==> src/hw/rtl/mxh_pkg.sv <==
// Shared types and constants for the multiply/xorshift hash block.
`default_nettype none

package mxh_pkg;

  // Hash constants
  localparam logic [63:0] START_XOR = 64'h6A09E667F3BCC908;
  localparam logic [63:0] WORD_MUL  = 64'h9E3779B97F4A7C15;
  localparam logic [63:0] FINAL_MUL = 64'hBF58476D1CE4E5B9;
  localparam int unsigned WORD_SHIFT  = 29;
  localparam int unsigned FINAL_SHIFT = 31;
  localparam int unsigned WORD_BYTES  = 8;

  // Partial-product select for the shared 32x32 multiplier
  localparam logic [1:0] MUL_LL = 2'd0;  // a_lo * b_lo, full 64-bit product
  localparam logic [1:0] MUL_LH = 2'd1;  // a_lo * b_hi, low half into upper word
  localparam logic [1:0] MUL_HL = 2'd2;  // a_hi * b_lo, low half into upper word

  // Controller -> datapath commands
  typedef struct packed {
    logic       capture;    // item accepted: register word, count, flags
    logic       init;       // first item of a message: load start value
    logic       load_word;  // operand <= mix ^ word, add count to total
    logic       load_fin;   // operand <= mix ^ total
    logic       mul_en;     // one multiplier step
    logic [1:0] mul_sel;    // which partial product
    logic       fin_sel;    // final constant and shift
    logic       mix_write;  // mix value <= mixed product
    logic       out_load;   // hash register <= mixed product
  } mxh_cmd_t;

  // Datapath -> controller status
  typedef struct packed {
    logic count_zero;
    logic last;
  } mxh_status_t;

endpackage

`default_nettype wire

==> src/hw/rtl/mxh_ctrl.sv <==
// Sequencer for the hash block: handshakes, message state and multiply steps.
`default_nettype none

module mxh_ctrl
  import mxh_pkg::*;
(
  input  logic        clk,
  input  logic        rst,
  input  logic        in_valid,
  output logic        in_ready,
  output logic        out_valid,
  input  logic        out_ready,
  input  mxh_status_t status,
  output mxh_cmd_t    cmd
);

  localparam logic [2:0] ST_IDLE     = 3'd0;
  localparam logic [2:0] ST_LOAD     = 3'd1;
  localparam logic [2:0] ST_FIN_LOAD = 3'd2;
  localparam logic [2:0] ST_MUL0     = 3'd3;
  localparam logic [2:0] ST_MUL1     = 3'd4;
  localparam logic [2:0] ST_MUL2     = 3'd5;
  localparam logic [2:0] ST_MIX      = 3'd6;

  logic [2:0] state;
  logic [2:0] state_next;
  logic       in_message;
  logic       in_message_next;
  logic       fin;
  logic       fin_next;
  logic       out_valid_next;

  assign in_ready = (state == ST_IDLE);

  // Next state and commands
  always_comb begin
    state_next      = state;
    in_message_next = in_message;
    fin_next        = fin;
    cmd             = '0;
    cmd.fin_sel     = fin;
    case (state)
      ST_IDLE: begin
        if (in_valid) begin
          cmd.capture     = 1'b1;
          cmd.init        = !in_message;
          in_message_next = 1'b1;
          state_next      = ST_LOAD;
        end
      end
      ST_LOAD: begin
        if (!status.count_zero) begin
          cmd.load_word = 1'b1;
          state_next    = ST_MUL0;
        end else if (status.last) begin
          state_next = ST_FIN_LOAD;
        end else begin
          state_next = ST_IDLE;
        end
      end
      ST_FIN_LOAD: begin
        cmd.load_fin = 1'b1;
        fin_next     = 1'b1;
        state_next   = ST_MUL0;
      end
      ST_MUL0: begin
        cmd.mul_en  = 1'b1;
        cmd.mul_sel = MUL_LL;
        state_next  = ST_MUL1;
      end
      ST_MUL1: begin
        cmd.mul_en  = 1'b1;
        cmd.mul_sel = MUL_LH;
        state_next  = ST_MUL2;
      end
      ST_MUL2: begin
        cmd.mul_en  = 1'b1;
        cmd.mul_sel = MUL_HL;
        state_next  = ST_MIX;
      end
      ST_MIX: begin
        if (fin) begin
          // hold until the output register is free
          if (!out_valid || out_ready) begin
            cmd.out_load    = 1'b1;
            in_message_next = 1'b0;
            fin_next        = 1'b0;
            state_next      = ST_IDLE;
          end
        end else begin
          cmd.mix_write = 1'b1;
          state_next    = status.last ? ST_FIN_LOAD : ST_IDLE;
        end
      end
      default: begin
        state_next = ST_IDLE;
      end
    endcase
  end

  // Output valid flag
  always_comb begin
    if (cmd.out_load) begin
      out_valid_next = 1'b1;
    end else if (out_ready) begin
      out_valid_next = 1'b0;
    end else begin
      out_valid_next = out_valid;
    end
  end

  always_ff @(posedge clk) begin
    if (rst) begin
      state      <= ST_IDLE;
      in_message <= 1'b0;
      fin        <= 1'b0;
      out_valid  <= 1'b0;
    end else begin
      state      <= state_next;
      in_message <= in_message_next;
      fin        <= fin_next;
      out_valid  <= out_valid_next;
    end
  end

endmodule

`default_nettype wire

==> src/hw/rtl/mxh_dp.sv <==
// Datapath for the hash block: input registers, running state, shared multiplier.
`default_nettype none

module mxh_dp
  import mxh_pkg::*;
(
  input  logic        clk,
  input  logic        rst,
  input  logic        cfg_valid,
  input  logic [63:0] cfg_data,
  input  logic [63:0] data_word,
  input  logic [3:0]  byte_count,
  input  logic        last_word,
  input  logic        continue_from_last,
  input  mxh_cmd_t    cmd,
  output mxh_status_t status,
  output logic [63:0] hash
);

  logic [63:0] start_hash;
  logic [63:0] previous_result;
  logic [63:0] mix_value;
  logic [63:0] byte_total;
  logic [63:0] word_q;
  logic [3:0]  count_q;
  logic        last_q;
  logic [63:0] op_a;
  logic [63:0] acc;
  logic [63:0] hash_q;

  logic [3:0]  count_sat;
  logic [63:0] word_masked;
  logic [63:0] mul_b;
  logic [31:0] mul_x;
  logic [31:0] mul_y;
  logic [63:0] prod;
  logic [63:0] mix_out;

  // Saturate the count and zero the bytes above it
  assign count_sat = (byte_count > 4'(WORD_BYTES)) ? 4'(WORD_BYTES) : byte_count;

  always_comb begin
    for (int i = 0; i < 8; i++) begin
      word_masked[8*i +: 8] = (4'(i) < count_sat) ? data_word[8*i +: 8] : 8'h00;
    end
  end

  // Shared 32x32 multiplier; low 64 bits of a 64x64 product over three steps
  assign mul_b = cmd.fin_sel ? FINAL_MUL : WORD_MUL;
  assign mul_x = (cmd.mul_sel == MUL_HL) ? op_a[63:32] : op_a[31:0];
  assign mul_y = (cmd.mul_sel == MUL_LH) ? mul_b[63:32] : mul_b[31:0];
  assign prod  = 64'(mul_x) * 64'(mul_y);

  // Xorshift on the finished product
  assign mix_out = cmd.fin_sel ? (acc ^ (acc >> FINAL_SHIFT))
                               : (acc ^ (acc >> WORD_SHIFT));

  // Configuration and chaining state
  always_ff @(posedge clk) begin
    if (rst) begin
      start_hash      <= '0;
      previous_result <= '0;
    end else begin
      if (cfg_valid) begin
        start_hash <= cfg_data;
      end
      if (cmd.out_load) begin
        previous_result <= mix_out;
      end
    end
  end

  // Running mix value and byte total
  always_ff @(posedge clk) begin
    if (rst) begin
      mix_value  <= '0;
      byte_total <= '0;
    end else begin
      if (cmd.init) begin
        mix_value  <= (continue_from_last ? previous_result : start_hash) ^ START_XOR;
        byte_total <= '0;
      end else if (cmd.mix_write) begin
        mix_value <= mix_out;
      end else if (cmd.load_word) begin
        byte_total <= byte_total + 64'(count_q);
      end
    end
  end

  // Input item, operand, accumulator and output registers
  always_ff @(posedge clk) begin
    if (cmd.capture) begin
      word_q  <= word_masked;
      count_q <= count_sat;
      last_q  <= last_word;
    end
    if (cmd.load_word) begin
      op_a <= mix_value ^ word_q;
    end else if (cmd.load_fin) begin
      op_a <= mix_value ^ byte_total;
    end
    if (cmd.mul_en) begin
      if (cmd.mul_sel == MUL_LL) begin
        acc <= prod;
      end else begin
        acc[63:32] <= acc[63:32] + prod[31:0];
      end
    end
    if (cmd.out_load) begin
      hash_q <= mix_out;
    end
  end

  assign status.count_zero = (count_q == 4'd0);
  assign status.last       = last_q;
  assign hash              = hash_q;

endmodule

`default_nettype wire

==> src/hw/rtl/multiply_xorshift_hash64.sv <==
// A word with bytes goes through accept, operand load, three steps of the shared
// 32x32 multiplier and the xorshift before the next ready; a zero-count word
// skips the load and multiply. A last word adds the length fold and final multiply,
// then the hash sits in the output register. One item at a time; input is taken
// while a finished hash waits. Synchronous active-high reset clears start_hash,
// the previous result and the sequencer; no clearing pass.
`default_nettype none

module multiply_xorshift_hash64
  import mxh_pkg::*;
(
  input  logic        clk,
  input  logic        rst,
  // configuration
  input  logic        cfg_valid,
  output logic        cfg_ready,
  input  logic [63:0] cfg_data,
  // input items
  input  logic        in_valid,
  output logic        in_ready,
  input  logic [63:0] data_word,
  input  logic [3:0]  byte_count,
  input  logic        last_word,
  input  logic        continue_from_last,
  // result items
  output logic        out_valid,
  input  logic        out_ready,
  output logic [63:0] hash
);

  mxh_cmd_t    cmd;
  mxh_status_t status;

  assign cfg_ready = 1'b1;

  mxh_ctrl u_ctrl (
    .clk       (clk),
    .rst       (rst),
    .in_valid  (in_valid),
    .in_ready  (in_ready),
    .out_valid (out_valid),
    .out_ready (out_ready),
    .status    (status),
    .cmd       (cmd)
  );

  mxh_dp u_dp (
    .clk                (clk),
    .rst                (rst),
    .cfg_valid          (cfg_valid),
    .cfg_data           (cfg_data),
    .data_word          (data_word),
    .byte_count         (byte_count),
    .last_word          (last_word),
    .continue_from_last (continue_from_last),
    .cmd                (cmd),
    .status             (status),
    .hash               (hash)
  );

`ifndef NO_ASSERTIONS
  // one item at a time: no accept in the cycle after an accept
  a_one_item: assert property (@(posedge clk) disable iff (rst)
    (in_valid && in_ready) |=> !in_ready)
    else $error("input accepted back to back");

  // a zero-count word that is not last frees the input right after the load state
  a_zero_count: assert property (@(posedge clk) disable iff (rst)
    (in_valid && in_ready && (byte_count == 4'd0) && !last_word) |=> ##1 in_ready)
    else $error("zero-count word did not return to ready");

  // a result appears only after a final mix step
  a_out_source: assert property (@(posedge clk) disable iff (rst)
    $rose(out_valid) |-> $past(cmd.out_load))
    else $error("output valid without final mix");

  // the hash register is loaded only when the output slot is free
  a_no_overwrite: assert property (@(posedge clk) disable iff (rst)
    cmd.out_load |-> (!out_valid || out_ready))
    else $error("pending hash overwritten");
`endif

endmodule

`default_nettype wire

==> config.mk <==
export PLATFORM = sky130hd
export DESIGN_NAME = multiply_xorshift_hash64
export DESIGN_NICKNAME = d
export VERILOG_FILES = /design/src/hw/rtl/mxh_pkg.sv /design/src/hw/rtl/mxh_ctrl.sv /design/src/hw/rtl/mxh_dp.sv /design/src/hw/rtl/multiply_xorshift_hash64.sv
export SDC_FILE = /design/constraint.sdc
export NUM_CORES = 2
export LEC_CHECK = 0
export ABC_AREA = 1
export BUFFER_PORTS_ARGS = -buffer_cell sky130_fd_sc_hd__buf_2
export CAP_MARGIN = 0
export CORE_UTILIZATION = 45
export DETAILED_ROUTE_END_ITERATION = 12
export PLACE_DENSITY = 0.65
export SYNTH_ARGS = -nofsm -noshare
export SYNTH_HDL_FRONTEND = slang
export SYNTH_SLANG_ARGS = --single-unit
==> constraint.sdc <==
create_clock -name clk -period 28.4 [get_ports clk]
set_input_delay 2.84 -clock clk [delete_from_list [all_inputs] [get_ports clk]]
set_output_delay 2.84 -clock clk [all_outputs]
set_load 0.005 [all_outputs]
---- After elaboration in Yosys (flattened, before gate mapping) ----
Cells that the tools add are included.
word-level totals
  register bits ........................... 523
  bits of input ports ..................... 139
  output and inout port bits .............. 67
  logic and storage cells ................. 104
cells by class
  $add $sub $neg .......................... 2
  multipliers ............................. 1
  magnitude comparators ................... 9
  equality and inequality tests ........... 12
  muxes and demuxes ....................... 36
  bitwise gates (word level) .............. 6
  reduce and logical (&&, ||, !) cells .... 16
operators by type and width
  cell                                                                 count
  64-bit two-way mux                                                   6
  64-bit bitwise XOR                                                   2
  32-bit two-way mux                                                   3
  64-bit by 4-bit adder with 64-bit output                             1
  32-bit by 32-bit multiplier with 64-bit output                       1
  64-bit by 33-bit bitwise XOR with 64-bit output                      1
  64-bit by 35-bit bitwise XOR with 64-bit output                      1
  62-bit two-way mux                                                   1
  32-bit adder                                                         1
  32-bit inverter                                                      1
  3-bit one-hot mux with 7 select lines                                1
  3-bit by 4-bit < comparator with 1-bit output, first input constant  4
  1-bit two-way mux                                                    13
  3-bit two-way mux                                                    4
  2-bit nonzero test                                                   5
  3-bit == test, second input constant                                 3
  3-bit one-hot mux with 3 select lines                                1
  1-bit by 4-bit < comparator with 1-bit output, first input constant  2
  2-bit by 4-bit < comparator with 1-bit output, first input constant  2
  2-bit two-way mux                                                    4
  3-bit by 2-bit == test with 1-bit output, second input constant      2
  2-bit AND reduction                                                  3
  4-bit > comparator, second input constant                            1
  4-bit zero test                                                      1
  15 further kinds                                                     18

---- Longest topological paths before layout ----
  word-level depth ........................ 7
  mapped depth ............................ 49
  depth with buffers taken out ............ 46

---- Modules after synthesis ----
A second synthesis with hierarchy kept.
second synthesis, totals
  cell total of the unflattened synthesis .. 6503
  area total of the unflattened synthesis .. 55433.2 um^2
modules (own cells, without submodules)
  module                    instances  cells an instance  area each (um^2)  seq. area each (um^2)
  mxh_dp                    1          6438               55060.3           12962.4
  mxh_ctrl                  1          63                 361.6             120.1
  multiply_xorshift_hash64  1          2                  11.3              0.0

---- Least setup slack after synthesis ----
No wires, ideal clock.
  path type ............................... flip-flop to flip-flop
  start point ............................. reg u_ctrl.state[1]
  end point ............................... reg u_dp.acc[63] (data pin)
  arrival time ............................ 8737 ps
  setup slack ............................. 19410 ps
  cell stages (with the launch flop) ...... 42
  cell sequence ........................... dfxtp_1 -> nor2_1 -> inv_2 -> nor2_1 -> inv_1 -> clkbuf_1 -> ha_1 -> clkbuf_1 -> inv_2 -> buf_1 -> nor2_1 -> fa_1 -> fa_1 -> fa_1 -> inv_1 -> fa_1 -> inv_1 -> fa_1 -> [6 not listed] -> nand2_1 -> inv_1 -> a21oi_1 -> a21boi_0 -> nand2_1 -> xor2_1 -> ha_1 -> nand2_1 -> nor2_1 -> inv_1 -> nor2_1 -> inv_1 -> nor3_1 -> a21oi_1 -> nand3_1 -> nand2_1 -> nand2_1 -> nand2_1
on the way
  longest elaborated chain between the ends .. 7
RTL lines
  item                                                                       RTL line                    text
  start, declared                                                            mxh_ctrl.sv:25              logic [2:0] state;
  start signal, assigned                                                     mxh_ctrl.sv:119             state <= state_next;
  3-bit == test or 3-bit by 2-bit == test with 1-bit output (tied branches)  mxh_ctrl.sv:42              case (state)
  3-bit one-hot mux with 3 select lines (*)                                  mxh_ctrl.sv:42
  2-bit == test or 2-bit by 1-bit == test with 1-bit output (tied branches)  mxh_dp.sv:50, mxh_dp.sv:51
  32-bit two-way mux (on tied branches)                                      mxh_dp.sv:50, mxh_dp.sv:51
  32-bit by 32-bit multiplier with 64-bit output (*)                         mxh_dp.sv:52                assign prod = 64'(mul_x) * 64'(mul_y);
  named net u_dp.prod[25]                                                    mxh_dp.sv:36                logic [63:0] prod;
  32-bit adder (*)                                                           mxh_dp.sv:106               acc[63:32] <= acc[63:32] + prod[31:0];
  32-bit two-way mux (*)                                                     mxh_dp.sv:103               if (cmd.mul_sel == MUL_LL) begin
  end signal, assigned                                                       mxh_dp.sv:104               acc <= prod;
  end signal, assigned                                                       mxh_dp.sv:106
  end, declared                                                              mxh_dp.sv:28                logic [63:0] acc;
The timed path passes the listed nets; every way through them passes the cells marked *.
A chain may end at the register's enable or synchronous reset.

---- Worst setup path after layout ----
  start point ............................. reg u_ctrl.state[2]
  end point ............................... reg u_dp.acc[63] (data pin)
Same word-level chain as after synthesis.

==> results.yml <==
place:
  pre_cts_slack_ns: 17.53
  hpwl_mm: 173
  port-buffer-count: 204
  gp_congestion: 1.01
sta:
  setup_viol: 0
  final_max_slew_viol_count: 0
  setup_ws_ns: 17.40
  worst_slew_pin_slew_ns: 1.20
  period_needed_ns: 11.00
  finClkSkew_ns: 0.104
  timing.fmax_mhz: 90.9
  fin_setup_tns_ns: 0
  slew_headroom_pct: 19.6
  period_share_pct: 38.7
  rsz0062_at_grt: "false"
  final-hold-violation-count: 0
global_routing:
  grt_max_degree: 100
  antenna_found_initial: 4
  grtUsageTotal_pct: 33.2
  gr-total-overflow: 0
  grt_pass1_wl_mm: 300
  grt_pass1_vias: 44900
worst_hold_path:
  whs_endpoint: "u_dp.byte_total[17]"
  holdPathStages: 2
  hold_class: "reg2reg"
  hp-start: "u_dp.byte_total[17]"
floorplanning:
  initial_utilization_pct: 45.4
  die-area_um2: 124000
  num_rows: 128
  io_pins: 206
  core_region_area_um2: 122000
  die_w_um: 352
  die_height_um: 352
layout:
  fin_nets: 7970
  fillCellCount: 12000
  area_growth_pct: 8.36
  layout_commonest_cell: "inv_1"
  layout_common_cells: "inv_1 (1471), nand2_1 (967), nor2_1 (934)"
  layout-drive-gt1-share_pct: 7.05
drt:
  drt-initial-drc-count: 4519
  routed_wl_mm: 205
  drtAntennaViolNets: 0
  wire_per_inst_um: 24.7
  vias: 44200
  dr.pass1.iters: 6
  vias_per_cell: 5.32
  drc: 0
worst_setup_path:
  reg2reg_slack_ns: 17.40
  path_common_cell: "inv_1"
  r2r_start: "u_ctrl.state[2]"
  cp.buffers_inverters: 14
  r2r_cells: 43
  crit_fanout: 35
  reg2reg_to: "u_dp.acc[63]"
  cp-end-kind: "flip-flop"
  max_stage_delay_ns: 0.99
  crit_arrival_ns: 11.41
  cp_slowest_cell: "o21ai_1"
  crit_type: "reg2reg"
  required_ns: 28.81
  worst_path_dominant_cell_family: "adder cells"
  cp-start-kind: "flip-flop"
logic_synthesis:
  yosysTopAreaCell: "fa_1"
  yosysSeqAreaShare_pct: 23.7
  syn_nets: 7832
  yosys_most_used_dff: "dfxtp_1"
  synth_seq_cells: 523
  synthTopCellsByArea: "fa_1 (31%), edfxtp_1 (14%), inv_1 (10%)"
  synth_area_um2: 55200
  synth_cells: 6495
  yosysUniqueCellTypes: 50
  yosysTopAreaCellShare_pct: 31.3
  yosys_warnings: 0
  avgSynthCellArea_um2: 8.50
  synth_edf_count: 261
  synthArstFlopShare_pct: 0
cts:
  clockRootBuffer: "clkbuf_16"
  worstSkewPairLatency_ns: 0.69
  clk_path_buf_depth: 3
  ctsHoldBuffers: 0
  cts_resized: 0
  cts_tree: "yes"
  post_cts_buffers: 0
  cts.sinks: 523
  numCtsBuffers: 54
  path_clk_slew_ns: 0.07
  htree_levels: 2
status:
  outcome: "complete, no violations"
run:
  drv_cap: 0
worst max-delay path by stage:
stage          slack, ns             from            to  depth (start not counted)
2_1_floorplan      19.41  u_ctrl.state[1]  u_dp.acc[63]                         41
3_3_place_gp       17.24  u_ctrl.state[2]  u_dp.acc[61]                         34
3_5_place_dp       17.53  u_ctrl.state[2]  u_dp.acc[63]                         43
4_1_cts            17.50  u_ctrl.state[2]  u_dp.acc[63]                         43
5_1_grt            16.99  u_ctrl.state[2]  u_dp.acc[63]                         43
6_report           17.40  u_ctrl.state[2]  u_dp.acc[63]                         43
per-stage QoR:
stage          instances  area, um^2  util [%]  hold slack [ns]
3_3_place_gp        8201       58000      47.7            0.468
4_1_cts             8304       59800      49.2            0.488
3_5_place_dp        8202       58000      47.7            0.479
6_report            8305       59800      49.2            0.491
5_1_grt             8304       59800      49.2            0.506
2_1_floorplan       6495       55200         -            0.457
cell usage after synthesis (2+ instances only):
master,instances
a211oi_1,4
a21boi_0,8
a21o_1,8
a21oi_1,198
a31o_2,3
a31oi_1,48
and2_1,3
buf_1,7
buf_2,50
buf_4,2
clkbuf_1,123
dfxtp_1,262
edfxtp_1,261
fa_1,864
ha_1,334
inv_1,1473
inv_2,25
nand2_1,968
nand2_2,5
nand3_1,125
nand3b_1,7
nand4_1,39
nor2_1,936
nor2_2,4
nor2_4,5
nor3_1,61
nor3_2,6
nor3b_1,2
nor3b_2,3
nor4_1,5
o211ai_1,3
o21a_1,5
o21ai_0,353
o21ai_1,29
o21ai_2,6
o21ai_4,2
o21bai_1,17
or2_2,45
xnor2_1,15
xor2_1,171
flip-flops by register name (all words and copies together) (netlist names), 3 cells and up:
register              flops
u_ctrl.state              3
u_dp.start_hash          64
u_dp.count_q              4
u_dp.mix_value           64
u_dp.hash                64
u_dp.op_a                64
u_dp.byte_total          64
u_dp.acc                 64
u_dp.previous_result     64
u_dp.word_q              64
final cells by class:
type / instances / area, um^2 / area share [%]
diodes: 1 / 2.50 / 0.00418
multi-input cells: 4291 / 35800 / 59.9
clock inverters: 37 / 382 / 0.638
well taps: 1625 / 2030 / 3.40
flip-flops and latches: 523 / 13100 / 21.9
repair buffers: 265 / 1480 / 2.47
inverters: 1498 / 5630 / 9.40
clock buffers: 65 / 1420 / 2.38
per-layer routing:
layer  wire length [um]  GRT usage [%]  up-vias
met1              83200           44.8    21800
met5                  0              0        -
met3              17700           5.80      414
met2              92100           51.5     2067
li1                   -              -    19900
met4              12500           16.9        0
worst register-to-register path: cells and delay by family (launching register included):
family	cells	cell delay, ns
compound gates	5	1.57
xor+xnor	1	0.24
simple gates	13	1.69
flops	1	0.46
buf+inv	14	2.02
fa+ha+maj	10	4.78
cell families after synthesis:
kind of cell,share of synthesized area (%)
and+or+nand+nor,16.2
buffers and inverters,11.6
adders and majority gates,38.9
AOI/OAI and AO/OA,6.67
DFF,23.7
xor gates and xnor gates,2.95
other,0.00679
Power is not shown: default switching activity piles up to over one toggle a cycle in this logic, so the estimate is an artifact.
